`config.mk`:
```
export PLATFORM = sky130hd
export DESIGN_NAME = tlv_element_parser
export DESIGN_NICKNAME = d
export VERILOG_FILES = /design/src/rtl/core/tlv_pkg.sv /design/src/rtl/core/tlv_parse_core.sv /design/src/rtl/core/tlv_out_buf.sv /design/src/rtl/core/tlv_element_parser.sv
export SDC_FILE = /design/constraint.sdc
export NUM_CORES = 1
export LEC_CHECK = 0
export CAP_MARGIN = 20
export CORE_UTILIZATION = 55
export CTS_CLUSTER_SIZE = 40
export DETAILED_ROUTE_END_ITERATION = 12
export DONT_BUFFER_PORTS = 1
export PLACE_DENSITY = 0.76
export SKIP_CTS_REPAIR_TIMING = 1
export SYNTH_ARGS = -nofsm -noshare
export SYNTH_HDL_FRONTEND = slang
export SYNTH_SLANG_ARGS = --single-unit
export TNS_END_PERCENT = 20
```
`constraint.sdc`:
```
create_clock -name clk_i -period 6.6 [get_ports clk_i]
set_input_delay 0.66 -clock clk_i [delete_from_list [all_inputs] [get_ports clk_i]]
set_output_delay 0.66 -clock clk_i [all_outputs]
set_load 0.03 [all_outputs]
```
`src/rtl/core/tlv_pkg.sv`:
```
// Shared types and constants of the TLV element parser.
package tlv_pkg;

  // Number of big-endian length bytes after the type terminator (1 or 2)
  localparam int unsigned LENGTH_BYTES = 2;

  localparam int unsigned LenW = 16;
  localparam int unsigned NumW = 64;

  // Parser phase, one-hot
  typedef enum logic [2:0] {
    PH_TYPE   = 3'b001,
    PH_LENGTH = 3'b010,
    PH_VALUE  = 3'b100
  } phase_e;

  // Role of a byte inside an element
  typedef enum logic [1:0] {
    KIND_TYPE_CHAR = 2'd0,
    KIND_TYPE_TERM = 2'd1,
    KIND_LENGTH    = 2'd2,
    KIND_VALUE     = 2'd3
  } byte_kind_e;

  // One result item
  typedef struct packed {
    byte_kind_e        byte_kind;
    logic              element_done;
    logic [LenW-1:0]   element_length;
    logic [NumW-1:0]   numeral_value;
    logic              numeral_ok;
    logic              buffer_error;
  } tlv_result_t;

endpackage

```
`src/rtl/core/tlv_parse_core.sv`:
```
// Per-byte TLV state update and result generation.
module tlv_parse_core import tlv_pkg::*; (
  input  logic        clk_i,
  input  logic        rst_ni,
  input  logic        accept_i,
  input  logic [7:0]  data_byte_i,
  input  logic        last_in_buffer_i,
  output tlv_result_t result_o
);

  phase_e            phase_q, phase_d;
  logic [1:0]        seen_q, seen_d;
  logic [LenW-1:0]   len_acc_q, len_acc_d;
  logic [LenW-1:0]   remain_q, remain_d;
  logic [NumW-1:0]   num_acc_q, num_acc_d;
  tlv_result_t       res;

  // Next state and result for the byte being transferred
  always_comb begin
    phase_d   = phase_q;
    seen_d    = seen_q;
    len_acc_d = len_acc_q;
    remain_d  = remain_q;
    num_acc_d = num_acc_q;
    res       = '0;

    case (phase_q)
      PH_LENGTH: begin
        res.byte_kind = KIND_LENGTH;
        len_acc_d = {len_acc_q[LenW-9:0], data_byte_i};
        seen_d    = 2'(seen_q + 2'd1);
        if (seen_d >= 2'(LENGTH_BYTES)) begin
          if (len_acc_d == '0) begin
            // zero length ends the element on its last length byte
            res.element_done = 1'b1;
            phase_d   = PH_TYPE;
            seen_d    = '0;
            len_acc_d = '0;
            remain_d  = '0;
            num_acc_d = '0;
          end else begin
            remain_d  = len_acc_d;
            num_acc_d = '0;
            phase_d   = PH_VALUE;
          end
        end
      end
      PH_VALUE: begin
        res.byte_kind = KIND_VALUE;
        num_acc_d = {num_acc_q[NumW-9:0], data_byte_i};
        remain_d  = remain_q - 16'd1;
        if (remain_d == '0) begin
          res.element_done   = 1'b1;
          res.element_length = len_acc_q;
          res.numeral_value  = num_acc_d;
          res.numeral_ok     = (len_acc_q == 16'd1) || (len_acc_q == 16'd2) ||
                               (len_acc_q == 16'd4) || (len_acc_q == 16'd8);
          phase_d   = PH_TYPE;
          seen_d    = '0;
          len_acc_d = '0;
          remain_d  = '0;
          num_acc_d = '0;
        end
      end
      default: begin
        // type field; an unused phase code behaves the same
        if (data_byte_i == 8'd0) begin
          res.byte_kind = KIND_TYPE_TERM;
          phase_d   = PH_LENGTH;
          seen_d    = '0;
          len_acc_d = '0;
        end else begin
          res.byte_kind = KIND_TYPE_CHAR;
          phase_d   = PH_TYPE;
        end
      end
    endcase

    // buffer ended inside an element: flag and restart
    if (last_in_buffer_i && !res.element_done) begin
      res.buffer_error = 1'b1;
      phase_d   = PH_TYPE;
      seen_d    = '0;
      len_acc_d = '0;
      remain_d  = '0;
      num_acc_d = '0;
    end
  end

  // Parser state registers, updated on each input transfer
  always_ff @(posedge clk_i or negedge rst_ni) begin
    if (!rst_ni) begin
      phase_q   <= PH_TYPE;
      seen_q    <= '0;
      len_acc_q <= '0;
      remain_q  <= '0;
      num_acc_q <= '0;
    end else if (accept_i) begin
      phase_q   <= phase_d;
      seen_q    <= seen_d;
      len_acc_q <= len_acc_d;
      remain_q  <= remain_d;
      num_acc_q <= num_acc_d;
    end
  end

  assign result_o = res;

endmodule

```
`src/rtl/core/tlv_out_buf.sv`:
```
// Result register with a skid stage between the parser and the output.
module tlv_out_buf import tlv_pkg::*; (
  input  logic        clk_i,
  input  logic        rst_ni,
  input  logic        in_valid_i,
  output logic        in_stall_o,
  input  tlv_result_t result_i,
  output logic        out_valid_o,
  input  logic        out_stall_i,
  output tlv_result_t result_o
);

  logic        out_v_q, out_v_d;
  logic        skid_v_q, skid_v_d;
  tlv_result_t out_q, skid_q;
  logic        accept, take_out, out_free;

  assign in_stall_o = skid_v_q;
  assign accept     = in_valid_i && !skid_v_q;
  assign take_out   = out_v_q && !out_stall_i;
  assign out_free   = !out_v_q || take_out;

  // Occupancy of the two stages
  always_comb begin
    out_v_d  = out_v_q;
    skid_v_d = skid_v_q;
    if (out_free) begin
      out_v_d  = skid_v_q || accept;
      skid_v_d = 1'b0;
    end else if (accept) begin
      skid_v_d = 1'b1;
    end
  end

  always_ff @(posedge clk_i or negedge rst_ni) begin
    if (!rst_ni) begin
      out_v_q  <= 1'b0;
      skid_v_q <= 1'b0;
    end else begin
      out_v_q  <= out_v_d;
      skid_v_q <= skid_v_d;
    end
  end

  // Payload: skid drains first, otherwise a new result lands where there is room
  always_ff @(posedge clk_i) begin
    if (out_free) begin
      if (skid_v_q) begin
        out_q <= skid_q;
      end else if (accept) begin
        out_q <= result_i;
      end
    end else if (accept) begin
      skid_q <= result_i;
    end
  end

  assign out_valid_o = out_v_q;
  assign result_o    = out_q;

endmodule

```
`src/rtl/core/tlv_element_parser.sv`:
```
// Top level: streaming TLV element parser, one byte per transfer.
// Each result is registered in the output stage, or in the skid stage while the output is stalled.
// Throughput: one byte per cycle while in_stall_o is low; the per-byte state update is a single pass.
// A skid stage keeps input flowing for one extra item while a result waits.
// Reset (rst_ni low, asynchronous): parser returns to the type field,
// all accumulators clear and both output stages empty.
module tlv_element_parser import tlv_pkg::*; (
  input  logic        clk_i,
  input  logic        rst_ni,
  input  logic        in_valid_i,
  output logic        in_stall_o,
  input  logic [7:0]  data_byte_i,
  input  logic        last_in_buffer_i,
  output logic        out_valid_o,
  input  logic        out_stall_i,
  output logic [1:0]  byte_kind_o,
  output logic        element_done_o,
  output logic [15:0] element_length_o,
  output logic [63:0] numeral_value_o,
  output logic        numeral_ok_o,
  output logic        buffer_error_o
);

  tlv_result_t core_res, out_res;
  logic        accept;

  assign accept = in_valid_i && !in_stall_o;

  tlv_parse_core u_core (
    .clk_i            (clk_i),
    .rst_ni           (rst_ni),
    .accept_i         (accept),
    .data_byte_i      (data_byte_i),
    .last_in_buffer_i (last_in_buffer_i),
    .result_o         (core_res)
  );

  tlv_out_buf u_out (
    .clk_i       (clk_i),
    .rst_ni      (rst_ni),
    .in_valid_i  (in_valid_i),
    .in_stall_o  (in_stall_o),
    .result_i    (core_res),
    .out_valid_o (out_valid_o),
    .out_stall_i (out_stall_i),
    .result_o    (out_res)
  );

  assign byte_kind_o      = out_res.byte_kind;
  assign element_done_o   = out_res.element_done;
  assign element_length_o = out_res.element_length;
  assign numeral_value_o  = out_res.numeral_value;
  assign numeral_ok_o     = out_res.numeral_ok;
  assign buffer_error_o   = out_res.buffer_error;

endmodule

```
* Word level (Yosys, flattened, before mapping)
Index checks and enable logic that the tools add are counted.
Storage, ports and cells: word-level logic and storage cells 93, register bits after elaboration 265
Operators by class: multiplexer cells 38, eq/ne operators 8, reduce and logical (&&, ||, !) cells 24, $lt $le $gt $ge 1, bitwise operators 1, add/subtract/negate cells 2
Operator list (count):
- $mux 85 | 2
- $mux 56 | 3
- $mux 16 | 8
- $pmux 56 s2 | 1
- $mux 82 | 1
- $mux 81 | 1
- $pmux 16 s2 | 2
- $logic_not 16->1 | 2
- $eq 16x1->1 const B | 1
- $eq 16x2->1 const B | 1
- $eq 16x3->1 const B | 1
- $eq 16x4->1 const B | 1
- $sub 16x1->16 const B | 1
- $mux 2 | 6
- $mux 3 | 4
- $reduce_and 3->1 | 3
- $logic_not 8->1 | 1
- $pmux 2 s2 | 2
- $mux 1 | 6
- $ne 3x1->1 const B | 2
- $pmux 3 s2 | 1
- $logic_or 1x1->1 | 5
- $logic_not 1->1 | 4
- $reduce_and 2->1 | 2
- 10 further kinds | 13

* Logic depth before layout (Yosys ltp)
Gate-level depths: netlist of run 1.
word-level depth 11, depth in mapped cells 12

* Hierarchy
A second synthesis of run 1 with hierarchy kept.
Unflattened totals: cell total of the unflattened synthesis 880, area, all modules 11312.1 um^2
By module, submodules not included:
- tlv_out_buf | sequential area each 5154.9 um^2, cells each 271, instances 1, area an instance 6241.0 um^2
- tlv_parse_core | sequential area each 2328.5 um^2, cells each 608, instances 1, area an instance 5057.4 um^2
- tlv_element_parser | sequential area each 0.0 um^2, cells each 1, instances 1, area an instance 13.8 um^2

* Worst setup path after synthesis of run 1
No wires, ideal clock.
path type register to register, start register u_out.skid_v_q, in the netlist u_out.in_stall_o, end register u_out.out_q (netlist bit u_out.result_o[0]), enable pin, cell stages (with the launch flop) 6, clock period less this slack 6.116 ns, setup slack 0.484 ns, data arrival time 5.560 ns, path through dfrtp_1 clkbuf_1 clkbuf_1 clkbuf_1 nor2_1 a21oi_1
On the way: cells in the longest elaborated chain, start to end 4
RTL lines:
- start: declaration | line tlv_out_buf.sv:14 | logic skid_v_q, skid_v_d;
- start signal: assignment | line tlv_out_buf.sv:41 | skid_v_q <= skid_v_d;
- $logic_not 1->1 | line tlv_out_buf.sv:19 | assign accept = in_valid_i && !skid_v_q;
- $logic_and 1x1->1 | line tlv_out_buf.sv:19
- $reduce_bool 2->1 (no source line) (*)
- $reduce_and 2->1 (no source line) (*)
- end signal: assignment | line tlv_out_buf.sv:49 | out_q <= skid_q;
- end signal: assignment | line tlv_out_buf.sv:51 | out_q <= result_i;
- end: declaration | line tlv_out_buf.sv:15 | tlv_result_t out_q, skid_q;
Mark *: on every way between the ends. The rest lies on a longest branch, timed or not. A chain may end at the register's enable or synchronous reset.

* Worst setup path after layout of run 1
start register u_core.remain_q[1], end register u_out.out_q (netlist bit u_out.result_o[24]) (data pin)
On the way: cells in the longest elaborated chain, start to end 6
RTL lines:
- start: declaration | line tlv_parse_core.sv:14 | logic [LenW-1:0] remain_q, remain_d;
- start signal: assignment | line tlv_parse_core.sv:102 | remain_q <= remain_d;
- $sub 16x1->16 | line tlv_parse_core.sv:51 | remain_d = remain_q - 16'd1;
- $logic_not 16->1 | line tlv_parse_core.sv:52 | if (remain_d == '0) begin
- $mux 82 | line tlv_parse_core.sv:52
- $mux 81 | line tlv_parse_core.sv:27 | case (phase_q)
- $mux 85 | line tlv_out_buf.sv:50 | end else if (accept) begin
- $mux 85 | line tlv_out_buf.sv:48 | if (skid_v_q) begin
Every way passes these cells. The select of a mux whose other input is x is not followed.

==> results.json, run 1 <==
{
  "setup-violations-final": 0,
  "routed_wl_mm": 24.4,
  "synth_ff_type": "edfxtp_1",
  "grt_max_degree": 99,
  "slowest_delay_ns": 0.73,
  "critical_path_peak_fanout": 83,
  "cts-root-buf": "clkbuf_16",
  "critPathCaptureType": "flip-flop",
  "drtIter0Drc": 727,
  "htreeDepth": 1,
  "finalInstanceArea_mm2": 0.0127,
  "path_class": "reg -> reg",
  "hold_class": "in -> async",
  "yosysTopAreaCellShare_pct": 43.9,
  "cts_buffer_depth": 3,
  "synth_fp_nets": 1069,
  "area_delta_synth_final_pct": 9.17,
  "io_pins": 100,
  "ir_drop_v": 0.000217,
  "cts_tree": "built",
  "ys_seq_area_share_pct": 64.4,
  "post-route-min-period_ns": 3.38,
  "final_hold_viol_count": 0,
  "nNetsFinal": 1031,
  "drtPass1Iterations": 5,
  "synth_area_leaders": "edfxtp_1 (44%), dfrtp_1 (20%), nand2_1 (9.6%)",
  "synth_enable_flop_cells": 170,
  "rows": 52,
  "numCtsBuffers": 27,
  "clock_latency_ns": 0.53,
  "synth.most_common_cell": "nand2_1",
  "clock-sinks": 265,
  "synth_cell_types": 60,
  "async_reset_ff_share_pct": 35.8,
  "num_vias": 7738,
  "gp_congestion": 0.904,
  "drive_above_1_share_pct": 7.63,
  "start_kind": "flip-flop",
  "diodes": 0,
  "total_leakage_power_nw": 4.60,
  "routed_via_density": 5.92,
  "fmax_ghz": 0.296,
  "synth_cells": 1054,
  "overflow": 0,
  "grtUsageTotal_pct": 22.6,
  "ys_warn_count": 0,
  "post_drt_wl_per_cell_um": 18.7,
  "io_buffer_count": 0,
  "cp.required_ns": 6.95,
  "setup_tns_ns": 0,
  "finClkSkew_ns": 0.0129,
  "holdWs_ns": 0.0462,
  "antenna_found_initial": 0,
  "outcome": "complete, no violations",
  "final_util_pct": 61.9,
  "antenna_left": 0,
  "finalCritPeriodShare_pct": 51.2,
  "place_area_mm2": 0.0117,
  "fin_cells": 1306,
  "maxCapViolCount": 0,
  "core_mm2": 0.0205,
  "ys_ff_latch": 265,
  "grt_first_pass_wirelength_mm": 39.0,
  "drc_errors": 0,
  "synth_area_mm2": 0.0116,
  "rsz0062_at_grt": "no",
  "cp_slowest_cell": "buf_4",
  "grt_pass1_vias": 7195,
  "die_x_um": 147,
  "synth.avg_cell_area_um2": 11.0,
  "fillers": 1625,
  "clk_pin_slew_worst_paths_ns": 0.06,
  "initial_core_util_pct": 56.7,
  "place_inst": 1254,
  "final_max_slew_viol_count": 0,
  "die-height_um": 147,
  "hpwlAfterDp_mm": 14.6,
  "worstMarginPinSlew_ns": 1.01,
  "yosysTopAreaCell": "edfxtp_1",
  "ys_top_cells_by_count": "nand2_1 (298), edfxtp_1 (170), dfrtp_1 (94)",
  "die_area_mm2": 0.0217,
  "path_cells": "inv_1 -> ha_1 -> or4b_1 -> nor4b_1 -> a32oi_1 -> nor4_4 -> buf_4 -> nand2_1 -> o21ai_1",
  "slew_headroom_pct": 31.9,
  "cp.arrival_ns": 3.73,
  "power-per-cell-area_mw_per_mm2": 290
}
==> critical path, delay by kind of cell, from the launching register on <==
family,cells,cell delay [ns]
AO/OA/AOI/OAI,2,0.49
AND/OR/NAND/NOR,4,1.19
flip-flops,1,0.45
adder cells (fa/ha/maj),1,0.14
buffers and inverters,2,0.84
==> cell usage in the layout, fill, tap and decap left out, types with 4 or more instances in the layout <==
cell type / count
o21ai_1: 73
edfxtp_1: 170
or2_2: 4
o21ai_0: 19
buf_4: 11
nor3_1: 9
clkbuf_16: 30
nand2_1: 298
a21oi_1: 7
dfrtp_1: 93
mux2_2: 4
nor2_1: 19
nand3_1: 17
o31ai_1: 63
a31oi_1: 10
clkinv_1: 4
nor4_4: 4
a32oi_1: 4
clkbuf_8: 5
clkbuf_1: 6
clkinv_2: 4
nand2b_1: 4
a22o_1: 16
and2_1: 81
nor4_1: 13
==> worst paths after layout <==
kind | start | cells after the start | slack [ns] | to
max | u_core.remain_q[1] | 9 | 3.22 | u_out.result_o[24]
min | rst_ni | 1 | 0.05 | u_core.len_acc_q[9]
max reg2reg | u_core.remain_q[1] | 9 | 3.22 | u_out.result_o[24]
min reg2reg | u_core.seen_q[1] | 1 | 0.49 | u_core.seen_q[1]
max in group asynchronous | rst_ni | 1 | 6.15 | u_core.num_acc_q[34]
min in group clk_i | last_in_buffer_i | 1 | 0.26 | u_core.phase_q[1]
==> per-stage QoR <==
step                power [W]  setup WS (ns)
floorplan             0.00217          0.484
global placement      0.00221           2.90
detailed placement    0.00221           2.76
CTS                   0.00369           2.73
global route          0.00380           2.95
finish                0.00368           3.22
==> sequential cells by signal, indices dropped and copies added (netlist names) <==
| signal | cells |
|---|---|
| u_out.in_stall_o | 1 |
| u_out.result_o | 85 |
| u_out.skid_q | 85 |
| u_core.phase_q | 3 |
| u_out.out_valid_o | 1 |
| u_core.remain_q | 16 |
| u_core.num_acc_q | 56 |
| u_core.len_acc_q | 16 |
| u_core.seen_q | 2 |
==> routing by layer <==
metal  track usage [%]  vias up  share of wire [%]
met4              6.60        0                1.8
met2              35.5      232                 48
met5                 0        -                  0
met1              32.4     3807                 45
li1                  -     3660                  -
met3              4.26       39                6.0
==> power by group <==
part / total, W / switching, W / internal [W]
logic: 0.000204 / 0.000147 / 0.0000569
registers: 0.00199 / 0.000136 / 0.00186
clock network: 0.00148 / 0.000606 / 0.000875
total: 0.00368 / 0.000889 / 0.00279
==> layout make-up <==
class                   instances  area (um2)  share of cell area [%]
multi-input cells             705        3820                    30.1
clock inverters                 8        35.0                   0.276
clock buffers                  41         842                    6.63
flip-flops and latches        265        7490                    59.0
repair buffers                 14         158                    1.24
well taps                     270         338                    2.66
inverters                       3        11.3                  0.0887
==> kinds of logic after synthesis <==
group           after synthesis  synth area share [%]
compound gates              215                  12.0
xor+xnor                      4                 0.301
fa+ha+maj                     2                 0.215
buf+inv                      84                  3.13
flops                       265                  64.4
mux                           4                 0.387
simple gates                480                  19.6
(Power assumes the default switching activity.)
==> inputs of run 2 (changes only) <==
ABC_AREA = 1   (was default)
clock period = 3.5 ns   (was 6.6 ns; I/O delays follow)
==> run 2 against run 1 <==
First-iteration DRC count down 16%. Total power up 93%. Design area up 5.9%. Register-to-register slack worse by 2.9 ns. Via count up 6.8%. Die area up 5.1%. Hold slack worse by 0.0024 ns. Flip-flop and latch count unchanged. Clock skew up 0.00092 ns. Critical path depth up 3.
==> results.json, run 2 <==
{
  "slew_headroom_pct": 47.5,
  "hold_class": "in -> reg",
  "crit_family": "simple AND/OR/NAND/NOR gates",
  "synth_area_mm2": 0.0122,
  "io_buffer_count": 0,
  "fmax_ghz": 0.317,
  "drc_errors": 0,
  "synth.avg_cell_area_um2": 9.99,
  "grtUsageTotal_pct": 23.5,
  "finClkSkew_ns": 0.0138,
  "critical_path_peak_fanout": 43,
  "overflow": 0,
  "post-route-min-period_ns": 3.15,
  "layout_common_cells": "nand2_1 (292), nor2_1 (193), edfxtp_1 (170)",
  "synth_cell_types": 41,
  "total_leakage_power_nw": 5.85,
  "async_reset_ff_share_pct": 35.8,
  "routed_wl_mm": 25.8,
  "multiInputGateArea_mm2": 0.00391,
  "drtIter0Drc": 611,
  "cp.arrival_ns": 3.56,
  "diodes": 0,
  "post_drt_wl_per_cell_um": 17.0,
  "numCtsBuffers": 27,
  "num_vias": 8266,
  "ir_drop_v": 0.000324,
  "ys_warn_count": 0,
  "setup-violations-final": 0,
  "io_pins": 100,
  "ys_seq_area_share_pct": 61.2,
  "die_x_um": 151,
  "ys_top_cells_by_count": "nand2_1 (292), nor2_1 (194), edfxtp_1 (170)",
  "setup_tns_ns": 0,
  "crit_buf_inv": 2,
  "cts-root-buf": "clkbuf_16",
  "synth_ff_type": "edfxtp_1",
  "drtPass1Iterations": 7,
  "ys_ff_latch": 265,
  "clk_pin_slew_worst_paths_ns": 0.07,
  "routed_via_density": 5.43,
  "antenna_left": 0,
  "cts_tree": "built",
  "layout_commonest_cell": "nand2_1",
  "seq_area_mm2": 0.00749,
  "rows": 54,
  "cp.required_ns": 3.91,
  "final_hold_viol_count": 0,
  "die_area_mm2": 0.0228,
  "die-height_um": 151,
  "place_area_mm2": 0.0125,
  "finalInstanceArea_mm2": 0.0134,
  "yosysTopAreaCellShare_pct": 41.7,
  "rsz0062_at_grt": "no",
  "initial_core_util_pct": 56.1,
  "antenna_found_initial": 1,
  "grt_first_pass_wirelength_mm": 41.9,
  "synth_fp_nets": 1240,
  "power-per-cell-area_mw_per_mm2": 529,
  "maxCapViolCount": 0,
  "start_kind": "flip-flop",
  "synth.most_common_cell": "nand2_1",
  "outcome": "complete, no violations",
  "htreeDepth": 1,
  "critPathCaptureType": "flip-flop",
  "worstMarginPinSlew_ns": 0.788,
  "synth_enable_flop_cells": 170,
  "synth_cells": 1225,
  "hpwlAfterDp_mm": 16.7,
  "fillers": 1746,
  "clock_latency_ns": 0.54,
  "path_cells": "inv_1 -> ha_1 -> nand2_4 -> nor2_8 -> nand3_1 -> nand2_1 -> nand3_1 -> nor2_1 -> nand4_4 -> buf_12 -> nor2_1 -> mux2_2",
  "core_mm2": 0.0218,
  "cp_slowest_cell": "nand4_4",
  "synth_area_leaders": "edfxtp_1 (42%), dfrtp_1 (19%), nand2_1 (9.0%)",
  "finalCritPeriodShare_pct": 90.1,
  "grt_max_degree": 96,
  "final_max_slew_viol_count": 0,
  "yosysTopAreaCell": "edfxtp_1",
  "slowest_delay_ns": 0.55,
  "clock-sinks": 265,
  "path_class": "reg -> reg",
  "drive_above_1_share_pct": 14.3,
  "grt_pass1_vias": 8164,
  "gp_congestion": 0.889,
  "cts_buffer_depth": 3,
  "area_delta_synth_final_pct": 9.85,
  "nNetsFinal": 1235
}
-- run 2: cell count changes in the layout (fill, tap and decap cells not counted), moves of 15 or more --
cell and change:
nand3_1 +80, o31ai_1 -63, o21ai_1 -72, nor2_1 +174, inv_1 +141, mux2_2 +77, a22o_1 -15, and2_1 -81
-- run 2: layout make-up --
| type | count | share of cell area, % |
|---|---|---|
| Clock buffer | 44 | 5.88 |
| Sequential cell | 265 | 55.7 |
| Multi-Input combinational cell | 747 | 29.1 |
| Inverter | 154 | 4.30 |
| Timing Repair Buffer | 25 | 1.96 |
| Clock inverter | 6 | 0.447 |
| Tap cell | 280 | 2.61 |
-- run 2: final timing paths --
kind	start	end	slack, ns	cells past startpoint
setup / recovery	u_core.remain_q[0]	u_out.result_o[15]	0.35	12
hold / removal	out_stall_i	u_out.out_valid_o	0.04	2
setup reg to reg	u_core.remain_q[0]	u_out.result_o[15]	0.35	12
hold reg to reg	u_core.num_acc_q[51]	u_core.num_acc_q[51]	0.47	2
max in group asynchronous	rst_ni	u_out.in_stall_o	2.67	2
min in group asynchronous	rst_ni	u_core.num_acc_q[11]	0.37	2
-- run 2: power by group --
part | switching [W] | leakage [nW] | internal, W
combinational | 0.000404 | 2.51 | 0.000188
clock | 0.00116 | 0.418 | 0.00161
sequential | 0.000233 | 2.93 | 0.00350
total | 0.00180 | 5.85 | 0.00530
-- run 2: worst reg2reg max path: cells and delay by family, from the launching register on --
kind	cells	cell delay [ns]
adders and majority gates	1	0.32
buffers and inverters	2	0.58
DFF	1	0.41
and+or+nand+nor	8	1.53
muxes	1	0.18
-- run 2: layer usage --
metal	part of all wire [%]	global-route usage (%)
met2	48	38.2
met4	2.0	7.20
met1	43	31.2
met5	0.066	0
met3	7.8	5.42
-- run 2: cell families (layout without fill, tap and decap cells) --
| group | Yosys count | count (layout) | share of synthesized area, % |
|---|---|---|---|
| AOI/OAI and AO/OA | 44 | 44 | 2.45 |
| DFF | 265 | 265 | 61.2 |
| buffers and inverters | 213 | 229 | 7.09 |
| xor gates and xnor gates | 4 | 4 | 0.286 |
| and+or+nand+nor | 616 | 616 | 21.3 |
| muxes | 81 | 81 | 7.46 |
| adders and majority gates | 2 | 2 | 0.205 |
-- run 2: per-stage QoR --
stage	std cells	total power, W	hold slack, ns	utilization [%]	worst slack (ns)
floorplan	1225	0.00422	0.0544	-	0.00399
global placement	1468	0.00435	0.0599	57.5	0.474
detailed placement	1468	0.00437	0.0591	57.5	0.372
CTS	1518	0.00713	-0.512	61.4	0.351
global route	1521	0.00735	0.0594	61.6	0.0721
finish	1521	0.00710	0.0439	61.6	0.348
